--- src/rtl/core/ntcavg_pkg.sv ---
package ntcavg_pkg;

	// Field widths
	localparam int LEVEL_W   = 12;
	localparam int TEMP_W    = 9;
	localparam int OFFSET_W  = 8;
	localparam int S_TDATA_W = 16;
	localparam int M_TDATA_W = 24;
	localparam int ALU_W     = 12;
	localparam int TBL_IDX_W = 8;

	// Defaults for the top-level parameters
	localparam int RING_DEPTH_DEF    = 8;
	localparam int TABLE_ENTRIES_DEF = 190;

	// Reset values
	localparam logic [LEVEL_W-1:0]  PRESET_LEVEL = 12'd1650;
	localparam logic [OFFSET_W-1:0] OFFSET_RESET = 8'd51;

	// Thermistor voltage curve, -51 to 138 degrees at the reset offset, decreasing
	localparam int TABLE_FIXED = 190;
	localparam logic [LEVEL_W-1:0] VOLT_TABLE [0:TABLE_FIXED-1] = '{
		12'd3937,
		12'd3927, 12'd3917, 12'd3906, 12'd3895, 12'd3883, 12'd3870, 12'd3857, 12'd3843,
		12'd3829, 12'd3814,
		12'd3799, 12'd3783, 12'd3766, 12'd3748, 12'd3730, 12'd3711, 12'd3691, 12'd3671,
		12'd3650, 12'd3628,
		12'd3605, 12'd3582, 12'd3558, 12'd3533, 12'd3508, 12'd3481, 12'd3454, 12'd3426,
		12'd3398, 12'd3369,
		12'd3338, 12'd3308, 12'd3276, 12'd3244, 12'd3211, 12'd3178, 12'd3144, 12'd3109,
		12'd3074, 12'd3038,
		12'd3001, 12'd2965, 12'd2927, 12'd2889, 12'd2851, 12'd2812, 12'd2773, 12'd2734,
		12'd2694, 12'd2654,
		12'd2614, 12'd2574, 12'd2533, 12'd2493, 12'd2452, 12'd2411, 12'd2370, 12'd2330,
		12'd2289, 12'd2248,
		12'd2208, 12'd2167, 12'd2127, 12'd2087, 12'd2048, 12'd2008, 12'd1969, 12'd1930,
		12'd1892, 12'd1853,
		12'd1816, 12'd1778, 12'd1741, 12'd1705, 12'd1669, 12'd1633, 12'd1598, 12'd1564,
		12'd1529, 12'd1496,
		12'd1463, 12'd1430, 12'd1398, 12'd1367, 12'd1336, 12'd1306, 12'd1276, 12'd1247,
		12'd1218, 12'd1190,
		12'd1163, 12'd1136, 12'd1109, 12'd1083, 12'd1058, 12'd1033, 12'd1009, 12'd985,
		12'd962, 12'd940,
		12'd917, 12'd896, 12'd875, 12'd854, 12'd834, 12'd814, 12'd795, 12'd776,
		12'd757, 12'd740,
		12'd722, 12'd705, 12'd688, 12'd672, 12'd656, 12'd641, 12'd626, 12'd611,
		12'd597, 12'd583,
		12'd569, 12'd556, 12'd543, 12'd530, 12'd518, 12'd506, 12'd495, 12'd483,
		12'd472, 12'd461,
		12'd451, 12'd440, 12'd430, 12'd421, 12'd411, 12'd402, 12'd393, 12'd384,
		12'd376, 12'd367,
		12'd359, 12'd351, 12'd343, 12'd336, 12'd328, 12'd321, 12'd314, 12'd307,
		12'd301, 12'd294,
		12'd288, 12'd282, 12'd276, 12'd270, 12'd264, 12'd259, 12'd253, 12'd248,
		12'd243, 12'd238,
		12'd233, 12'd228, 12'd223, 12'd219, 12'd214, 12'd210, 12'd205, 12'd200,
		12'd195, 12'd190,
		12'd186, 12'd182, 12'd178, 12'd175, 12'd172, 12'd168, 12'd165, 12'd162,
		12'd159, 12'd156,
		12'd153, 12'd150, 12'd147, 12'd144, 12'd142, 12'd139, 12'd136, 12'd134,
		12'd131
	};

	// Positions past the fixed curve read as zero, so they always match
	function automatic logic [LEVEL_W-1:0] volt_level(input logic [TBL_IDX_W-1:0] idx);
		logic [LEVEL_W-1:0] lvl;
		lvl = '0;
		if (int'(idx) < TABLE_FIXED) begin
			lvl = VOLT_TABLE[idx];
		end
		return lvl;
	endfunction

endpackage

--- src/rtl/core/ntcavg_ram.sv ---
module ntcavg_ram #(
	parameter int WIDTH = 12,
	parameter int DEPTH = 8
) (
	input  logic                     clk,
	input  logic                     wr_en,
	input  logic [$clog2(DEPTH)-1:0] wr_addr,
	input  logic [WIDTH-1:0]         wr_data,
	input  logic                     rd_en,
	input  logic [$clog2(DEPTH)-1:0] rd_addr,
	output logic [WIDTH-1:0]         rd_data
);

	logic [WIDTH-1:0] mem [0:DEPTH-1];

	// Write one entry, read one entry with registered data
	always_ff @(posedge clk) begin
		if (wr_en) begin
			mem[wr_addr] <= wr_data;
		end
		if (rd_en) begin
			rd_data <= mem[rd_addr];
		end
	end

endmodule

--- src/rtl/core/ntcavg_alu.sv ---
module ntcavg_alu (
	input  logic [ntcavg_pkg::ALU_W-1:0] a,
	input  logic [ntcavg_pkg::ALU_W-1:0] b,
	output logic                         geq
);

	import ntcavg_pkg::*;

	// Unsigned compare; high when a is at or above b
	assign geq = (a >= b);

endmodule

--- src/rtl/core/ntc_average_temperature_lookup_top.sv ---
// An accepted request passes through the read, average and search states; the search
// takes up to ceil(log2(TABLE_ENTRIES+1)) steps (8 at 190 entries) and waits for a free
// output register; a non-power-of-two ring depth averages by a reciprocal multiply.
// A new request is taken only once the last result has entered the output register.
// A finished result waits in the output register while the next request is taken.
// Reset (arst_n low, asynchronous): ring reads as 1650, slot 0, offset 51, output empty.
module ntc_average_temperature_lookup_top #(
	parameter int RING_DEPTH    = ntcavg_pkg::RING_DEPTH_DEF,
	parameter int TABLE_ENTRIES = ntcavg_pkg::TABLE_ENTRIES_DEF
) (
	input  logic                             clk,
	input  logic                             arst_n,
	// s_axis_tdata: adc_sample [11:0], zero [15:12]
	input  logic                             s_axis_tvalid,
	output logic                             s_axis_tready,
	input  logic [ntcavg_pkg::S_TDATA_W-1:0] s_axis_tdata,
	// m_axis_tdata: temperature [8:0], average_level [20:9], zero [23:21]
	output logic                             m_axis_tvalid,
	input  logic                             m_axis_tready,
	output logic [ntcavg_pkg::M_TDATA_W-1:0] m_axis_tdata,
	// cfg_data: index_offset [7:0]
	input  logic                             cfg_valid,
	output logic                             cfg_ready,
	input  logic [ntcavg_pkg::OFFSET_W-1:0]  cfg_data
);

	import ntcavg_pkg::*;

	localparam int AW       = $clog2(RING_DEPTH);
	localparam int SUM_W    = LEVEL_W + AW;
	localparam int PW       = $clog2(TABLE_ENTRIES + 1);
	localparam bit POW2     = (RING_DEPTH & (RING_DEPTH - 1)) == 0;
	localparam int RECIP_SH = SUM_W + AW;
	localparam int RECIP_W  = SUM_W + 1;
	localparam int PROD_W   = RECIP_SH + LEVEL_W;

	localparam logic [SUM_W-1:0] SUM_RESET  = SUM_W'(RING_DEPTH * int'(PRESET_LEVEL));
	localparam logic [PW-1:0]    SEARCH_TOP = PW'(TABLE_ENTRIES);

	// Rounded-up reciprocal of the ring depth, exact for every running sum
	localparam longint unsigned RECIP_FULL =
		((64'd1 << RECIP_SH) + 64'(RING_DEPTH) - 64'd1) / 64'(RING_DEPTH);
	localparam logic [RECIP_W-1:0] RECIP = RECIP_W'(RECIP_FULL);

	localparam logic [2:0] ST_IDLE   = 3'd0;
	localparam logic [2:0] ST_READ   = 3'd1;
	localparam logic [2:0] ST_AVG    = 3'd2;
	localparam logic [2:0] ST_SEARCH = 3'd4;

	logic [2:0]            state_q;
	logic [LEVEL_W-1:0]    sample_q;
	logic [AW-1:0]         slot_q;
	logic [RING_DEPTH-1:0] valid_q;
	logic [SUM_W-1:0]      sum_q;
	logic [LEVEL_W-1:0]    avg_q;
	logic [PW-1:0]         lo_q;
	logic [PW-1:0]         hi_q;
	logic [OFFSET_W-1:0]   offset_q;
	logic                  m_valid_q;
	logic [TEMP_W-1:0]     temp_q;
	logic [LEVEL_W-1:0]    avg_out_q;

	logic                  s_acc;
	logic                  ram_wr;
	logic [LEVEL_W-1:0]    ram_rdata;
	logic [LEVEL_W-1:0]    old_level;
	logic [PROD_W-1:0]     quot_prod;
	logic [PW:0]           mid_sum;
	logic [PW-1:0]         mid;
	logic [ALU_W-1:0]      alu_a;
	logic [ALU_W-1:0]      alu_b;
	logic                  alu_geq;
	logic                  out_free;

	assign s_axis_tready = (state_q == ST_IDLE);
	assign s_acc         = s_axis_tvalid && s_axis_tready;
	assign cfg_ready     = 1'b1;
	assign ram_wr        = (state_q == ST_READ);
	assign out_free      = !m_valid_q || m_axis_tready;

	// Sample ring
	ntcavg_ram #(
		.WIDTH (LEVEL_W),
		.DEPTH (RING_DEPTH)
	) u_ring (
		.clk     (clk),
		.wr_en   (ram_wr),
		.wr_addr (slot_q),
		.wr_data (sample_q),
		.rd_en   (s_acc),
		.rd_addr (slot_q),
		.rd_data (ram_rdata)
	);

	// Slots never written read as the preset level
	assign old_level = valid_q[slot_q] ? ram_rdata : PRESET_LEVEL;

	// Divide the running sum by the ring depth through its reciprocal
	assign quot_prod = PROD_W'(sum_q) * PROD_W'(RECIP);

	// Search midpoint
	assign mid_sum = {1'b0, lo_q} + {1'b0, hi_q};
	assign mid     = mid_sum[PW:1];

	// Compare unit operands
	assign alu_a = avg_q;
	assign alu_b = volt_level(TBL_IDX_W'(mid));

	ntcavg_alu u_alu (
		.a   (alu_a),
		.b   (alu_b),
		.geq (alu_geq)
	);

	// Offset register
	always_ff @(posedge clk or negedge arst_n) begin
		if (!arst_n) begin
			offset_q <= OFFSET_RESET;
		end else if (cfg_valid && cfg_ready) begin
			offset_q <= cfg_data;
		end
	end

	// Sequencer
	always_ff @(posedge clk or negedge arst_n) begin
		if (!arst_n) begin
			state_q <= ST_IDLE;
			slot_q  <= '0;
			valid_q <= '0;
			sum_q   <= SUM_RESET;
		end else begin
			unique case (state_q)
				ST_IDLE: begin
					if (s_acc) begin
						state_q <= ST_READ;
					end
				end
				ST_READ: begin
					sum_q          <= sum_q - SUM_W'(old_level) + SUM_W'(sample_q);
					valid_q[slot_q] <= 1'b1;
					slot_q         <= (slot_q == AW'(RING_DEPTH - 1)) ? '0 : slot_q + AW'(1);
					state_q        <= ST_AVG;
				end
				ST_AVG: begin
					state_q <= ST_SEARCH;
				end
				ST_SEARCH: begin
					if (lo_q == hi_q && out_free) begin
						state_q <= ST_IDLE;
					end
				end
				default: begin
					state_q <= ST_IDLE;
				end
			endcase
		end
	end

	// Datapath registers
	always_ff @(posedge clk) begin
		if (s_acc) begin
			sample_q <= s_axis_tdata[LEVEL_W-1:0];
		end
		if (state_q == ST_AVG) begin
			lo_q <= '0;
			hi_q <= SEARCH_TOP;
			if (POW2) begin
				avg_q <= sum_q[AW +: LEVEL_W];
			end else begin
				avg_q <= quot_prod[RECIP_SH +: LEVEL_W];
			end
		end
		// Binary search for the first entry at or below the average
		if (state_q == ST_SEARCH && lo_q != hi_q) begin
			if (alu_geq) begin
				hi_q <= mid;
			end else begin
				lo_q <= mid + PW'(1);
			end
		end
		if (state_q == ST_SEARCH && lo_q == hi_q && out_free) begin
			temp_q    <= TEMP_W'(lo_q) - TEMP_W'(offset_q);
			avg_out_q <= avg_q;
		end
	end

	// Output register valid
	always_ff @(posedge clk or negedge arst_n) begin
		if (!arst_n) begin
			m_valid_q <= 1'b0;
		end else if (state_q == ST_SEARCH && lo_q == hi_q && out_free) begin
			m_valid_q <= 1'b1;
		end else if (m_axis_tready) begin
			m_valid_q <= 1'b0;
		end
	end

	assign m_axis_tvalid = m_valid_q;
	assign m_axis_tdata  = {(M_TDATA_W - TEMP_W - LEVEL_W)'(0), avg_out_q, temp_q};

endmodule

--- config.mk ---
export PLATFORM = sky130hd
export DESIGN_NAME = ntc_average_temperature_lookup_top
export DESIGN_NICKNAME = d
export VERILOG_FILES = /design/src/rtl/core/ntcavg_pkg.sv /design/src/rtl/core/ntcavg_ram.sv /design/src/rtl/core/ntcavg_alu.sv /design/src/rtl/core/ntc_average_temperature_lookup_top.sv
export SDC_FILE = /design/constraint.sdc
export NUM_CORES = 1
export LEC_CHECK = 0
export ABC_AREA = 1
export BUFFER_PORTS_ARGS = -buffer_cell sky130_fd_sc_hd__buf_2
export CAP_MARGIN = 0
export CELL_PAD_IN_SITES_DETAIL_PLACEMENT = 1
export CELL_PAD_IN_SITES_GLOBAL_PLACEMENT = 1
export CORE_ASPECT_RATIO = 1.2
export CORE_MARGIN = 8
export CORE_UTILIZATION = 48
export CTS_BUF_LIST = sky130_fd_sc_hd__clkbuf_4 sky130_fd_sc_hd__clkbuf_8 sky130_fd_sc_hd__clkbuf_16
export DETAILED_ROUTE_END_ITERATION = 10
export PLACE_DENSITY_LB_ADDON = 0.1
export SETUP_SLACK_MARGIN = 0.05
export SYNTH_ARGS = -nofsm -noshare
export SYNTH_HDL_FRONTEND = slang
export SYNTH_SLANG_ARGS = --single-unit
--- constraint.sdc ---
create_clock -name clk -period 5.4 [get_ports clk]
set_input_delay 0.54 -clock clk [delete_from_list [all_inputs] [get_ports clk]]
set_output_delay 0.54 -clock clk [all_outputs]
set_load 0.01 [all_outputs]
==> impl_metrics.xml <==
<?xml version="1.0" encoding="UTF-8"?>
<metrics>
  <group name="layout">
    <metric name="antenna_diode_instance_count" unit="">0</metric>
    <metric name="n_fill_cell" unit="">2949</metric>
    <metric name="synthesis_to_layout_area_growth" unit="%">11.28</metric>
    <metric name="finish.instance_area" unit="um^2">13430</metric>
    <metric name="final_nets" unit="">1522</metric>
    <metric name="drive_gt1_share" unit="%">12.12</metric>
  </group>
  <group name="global_routing">
    <metric name="first_global_vias" unit="">10720</metric>
    <metric name="grt-ovfl-total" unit="">0</metric>
    <metric name="antenna_found_initial" unit="">0</metric>
    <metric name="first_pass_grt_wire_length" unit="mm">58.17</metric>
    <metric name="largest_net_degree_at_the_start_of_global_routing" unit="">66</metric>
    <metric name="grt_util_all_layers" unit="%">24.09</metric>
  </group>
  <group name="yosys">
    <metric name="yosysUniqueCellTypes" unit="">51</metric>
    <metric name="synth_top_area_cell" unit="">sky130_fd_sc_hd__edfxtp_1</metric>
    <metric name="synth.area.top_cells" unit="">sky130_fd_sc_hd__edfxtp_1 (38%), sky130_fd_sc_hd__nand2_1 (11%), sky130_fd_sc_hd__nand3_1 (7.1%)</metric>
    <metric name="synth_top_flop_cell" unit="">sky130_fd_sc_hd__edfxtp_1</metric>
    <metric name="synth-seq-cells" unit="">207</metric>
    <metric name="synthesis.area_per_instance" unit="um^2">8.825</metric>
    <metric name="synth_async_sr_flop_share" unit="%">18.36</metric>
    <metric name="synthDominantCellAreaShare" unit="%">38.08</metric>
    <metric name="seq_area_frac_synth" unit="%">48.72</metric>
    <metric name="syn-cell-area" unit="um^2">12060</metric>
    <metric name="synth_warnings" unit="">0</metric>
    <metric name="syn_inst" unit="">1367</metric>
    <metric name="synth-edff-count" unit="">153</metric>
  </group>
  <group name="timing">
    <metric name="min_period" unit="ps">4862</metric>
    <metric name="skew" unit="ps">22.03</metric>
    <metric name="tightest_slew" unit="ps">1123</metric>
    <metric name="setup-tns-final" unit="ps">0</metric>
    <metric name="hold_violations" unit="">0</metric>
    <metric name="slew_violations" unit="">0</metric>
    <metric name="max_freq" unit="GHz">0.2057</metric>
    <metric name="post-route-period-util" unit="%">90.04</metric>
    <metric name="worst_slew_margin_rel" unit="%">25.02</metric>
    <metric name="finalSetupViolations" unit="">0</metric>
    <metric name="grt_setup_unrepaired" unit="">no</metric>
  </group>
  <group name="floorplan">
    <metric name="initial_utilization" unit="%">48.74</metric>
    <metric name="pin_count" unit="">56</metric>
    <metric name="placeableCoreArea" unit="um^2">24750</metric>
    <metric name="floorplan.die.width" unit="um">160.7</metric>
    <metric name="die_height" unit="um">189.7</metric>
    <metric name="placement_rows" unit="">63</metric>
    <metric name="die_outline_area" unit="um^2">30480</metric>
  </group>
  <group name="critical_path">
    <metric name="critical_path.cell_chain" unit="">ha_1, inv_1, fa_1, xnor2_4, ha_1, inv_1, nand3_1, nand3_1, nand2_1, a21oi_1, nor2_1, a21oi_1, ha_1, a21oi_1, o21ai_0, nand2_1, and3_1, nand2_1, nor2_1, inv_1, nand3_1, o21ai_0</metric>
    <metric name="timing.critical_path.buf_inv" unit="">3</metric>
    <metric name="worst_ep_required_time" unit="ps">5780</metric>
    <metric name="worstPathArrival" unit="ps">5240</metric>
    <metric name="timing.critical_path.slowest_stage_cell" unit="">sky130_fd_sc_hd__fa_1</metric>
    <metric name="worst_path_dominant_cell_family" unit="">simple AND/OR/NAND/NOR gates</metric>
    <metric name="worstSetupStartpointType" unit="">register</metric>
    <metric name="top_fanout_value_on_the_critical_path" unit="">11</metric>
    <metric name="crit_path_end_kind" unit="">register</metric>
    <metric name="stage_delay_of_the_slowest_cell_on_the_critical_path" unit="ps">480</metric>
    <metric name="timing.setup.critical_path_class" unit="">register to register</metric>
  </group>
  <group name="place">
    <metric name="globalplace.congestion" unit="">0.9220</metric>
    <metric name="place.detailed.hpwl" unit="mm">27.14</metric>
    <metric name="placed_area" unit="um^2">12720</metric>
    <metric name="numPortBuffers" unit="">47</metric>
  </group>
  <group name="flow_run">
    <metric name="drv_cap" unit="">0</metric>
  </group>
  <group name="routing">
    <metric name="drt.antenna.violating_nets" unit="">0</metric>
    <metric name="vias_per_cell" unit="">5.726</metric>
    <metric name="drt_drc_violations_left" unit="">0</metric>
    <metric name="route.final.wire_length" unit="mm">37.20</metric>
    <metric name="detailroute.via_count" unit="">10080</metric>
    <metric name="first_pass_iters" unit="">5</metric>
    <metric name="drt_first_iter_violations" unit="">708</metric>
    <metric name="routedWlPerCell" unit="um">21.12</metric>
  </group>
  <group name="clocking">
    <metric name="cts_resized" unit="">0</metric>
    <metric name="worst_setup_hold_path_clk_slew" unit="ps">70</metric>
    <metric name="cts.repair_timing.setup_buffer_count" unit="">0</metric>
    <metric name="cts_hold_buf" unit="">0</metric>
    <metric name="cts_num_sinks" unit="">207</metric>
    <metric name="tritoncts.num_buffers" unit="">21</metric>
    <metric name="clockRootBuffer" unit="">sky130_fd_sc_hd__clkbuf_16</metric>
    <metric name="clock_tree.htree_level_count" unit="">1</metric>
    <metric name="cts-root-to-sink-buffers" unit="">3</metric>
    <metric name="worst_skew_late_latency" unit="ps">510</metric>
    <metric name="tritoncts_clock_tree" unit="">done</metric>
  </group>
  <group name="hold_path">
    <metric name="min_path_type" unit="">primary input to async pin</metric>
  </group>
  <group name="outcome">
    <metric name="run_status" unit="">finished clean</metric>
  </group>
</metrics>
-- per-stage QoR --
step,hold WS (ps),util (%),instances,setup WS (ps)
4_1_cts,168.7,54.24,1761,518.1
6_report,163.0,54.24,1761,537.8
2_1_floorplan,244.4,-,1369,1302
3_3_place_gp,439.0,51.41,1724,785.0
3_5_place_dp,444.5,51.41,1724,555.6
5_1_grt,180.4,54.24,1761,171.4
-- worst paths after layout --
kind                               startpoint                endpoint  slack [ps]  depth (start not counted)
max                           lo_q[0]$_DFF_P_         lo_q[3]$_DFF_P_         540                         22
min in group clk              s_axis_tdata[9]   sample_q[9]$_DFFE_PP_         210                          1
max reg2reg                   lo_q[0]$_DFF_P_         lo_q[3]$_DFF_P_         540                         22
min                                    arst_n   slot_q[1]$_DFFE_PN0P_         160                          1
min reg2reg                alu_a[9]$_DFFE_PP_  avg_out_q[9]$_DFFE_PP_         460                          0
max in group asynchronous              arst_n    sum_q[5]$_DFFE_PN0P_        4650                          1
-- sequential cells by signal (all words and copies together), names as in the netlist, 9 cells and up --
name	cells
alu_a	12
avg_out_q	12
sample_q	12
sum_q	15
temp_q	9
u_ring.mem	96
u_ring.rd_data	12
-- cell type report --
class | instances | area (um^2) | area share (%)
Sequential cell | 207 | 5878 | 43.78
Multi-Input combinational cell | 949 | 5284 | 39.36
Inverter | 154 | 580.6 | 4.324
Timing Repair Buffer | 89 | 575.6 | 4.287
Clock buffer | 25 | 555.5 | 4.138
Tap cell | 325 | 406.6 | 3.029
Clock inverter | 12 | 145.1 | 1.081
-- per-layer routing --
layer	track usage (%)	vias to the layer above	part of all wire (%)
li1	-	4737	-
met1	26.64	4953	38
met2	45.37	294	54
met3	3.157	99	4.7
met4	10.63	0	4.0
met5	0	-	0
-- layout by cell type, fill, tap and decap left out, types with 5 or more instances in the layout --
cell                        Yosys  final
sky130_fd_sc_hd__xnor2_1        7      7
sky130_fd_sc_hd__inv_1        146    146
sky130_fd_sc_hd__a21oi_1       51     51
sky130_fd_sc_hd__inv_2          6      6
sky130_fd_sc_hd__ha_1          57     57
sky130_fd_sc_hd__o21ai_1       12     12
sky130_fd_sc_hd__fa_1          14     14
sky130_fd_sc_hd__xor2_1        14     14
sky130_fd_sc_hd__dfrtp_1       28     28
sky130_fd_sc_hd__nand2_2        9     10
sky130_fd_sc_hd__a22o_1         8      8
sky130_fd_sc_hd__o2111ai_1      5      5
sky130_fd_sc_hd__a221oi_1      13     13
sky130_fd_sc_hd__nand4_1       20     20
sky130_fd_sc_hd__buf_4          8     40
sky130_fd_sc_hd__buf_2         22     47
sky130_fd_sc_hd__nor2_2         3      5
sky130_fd_sc_hd__a22oi_1       13     13
sky130_fd_sc_hd__edfxtp_1     153    153
sky130_fd_sc_hd__o21ai_0       70     70
sky130_fd_sc_hd__or2_2          5      5
sky130_fd_sc_hd__dfxtp_1       16     16
sky130_fd_sc_hd__nand2_1      350    349
sky130_fd_sc_hd__nor3_1         8      6
sky130_fd_sc_hd__nor2_1        79     77
sky130_fd_sc_hd__dfstp_2       10     10
sky130_fd_sc_hd__clkbuf_16      0     21
sky130_fd_sc_hd__o211ai_1       8      8
sky130_fd_sc_hd__nand3_1      170    170
-- logic make-up after synthesis --
kind of cell    count (synthesis)  synth area share (%)
mux                             1               0.09333
compound gates                196                 9.749
xor+xnor                       22                 1.753
other cells                     2               0.06225
buf+inv                       213                 7.685
fa+ha+maj                      71                 8.235
flops                         207                 48.72
simple gates                  655                 23.70
-- synth_stat cells (14+ instances only) --
cell and count:
sky130_fd_sc_hd__nand2_1 350, sky130_fd_sc_hd__nand3_1 170, sky130_fd_sc_hd__edfxtp_1 153, sky130_fd_sc_hd__inv_1 146, sky130_fd_sc_hd__nor2_1 79, sky130_fd_sc_hd__o21ai_0 70
sky130_fd_sc_hd__ha_1 57, sky130_fd_sc_hd__a21oi_1 51, sky130_fd_sc_hd__dfrtp_1 28, sky130_fd_sc_hd__buf_2 22, sky130_fd_sc_hd__clkbuf_1 20, sky130_fd_sc_hd__nand4_1 20
sky130_fd_sc_hd__dfxtp_1 16, sky130_fd_sc_hd__fa_1 14, sky130_fd_sc_hd__xor2_1 14
Power is not shown: default switching activity piles up to over one toggle a cycle in this logic, so the estimate is an artifact.
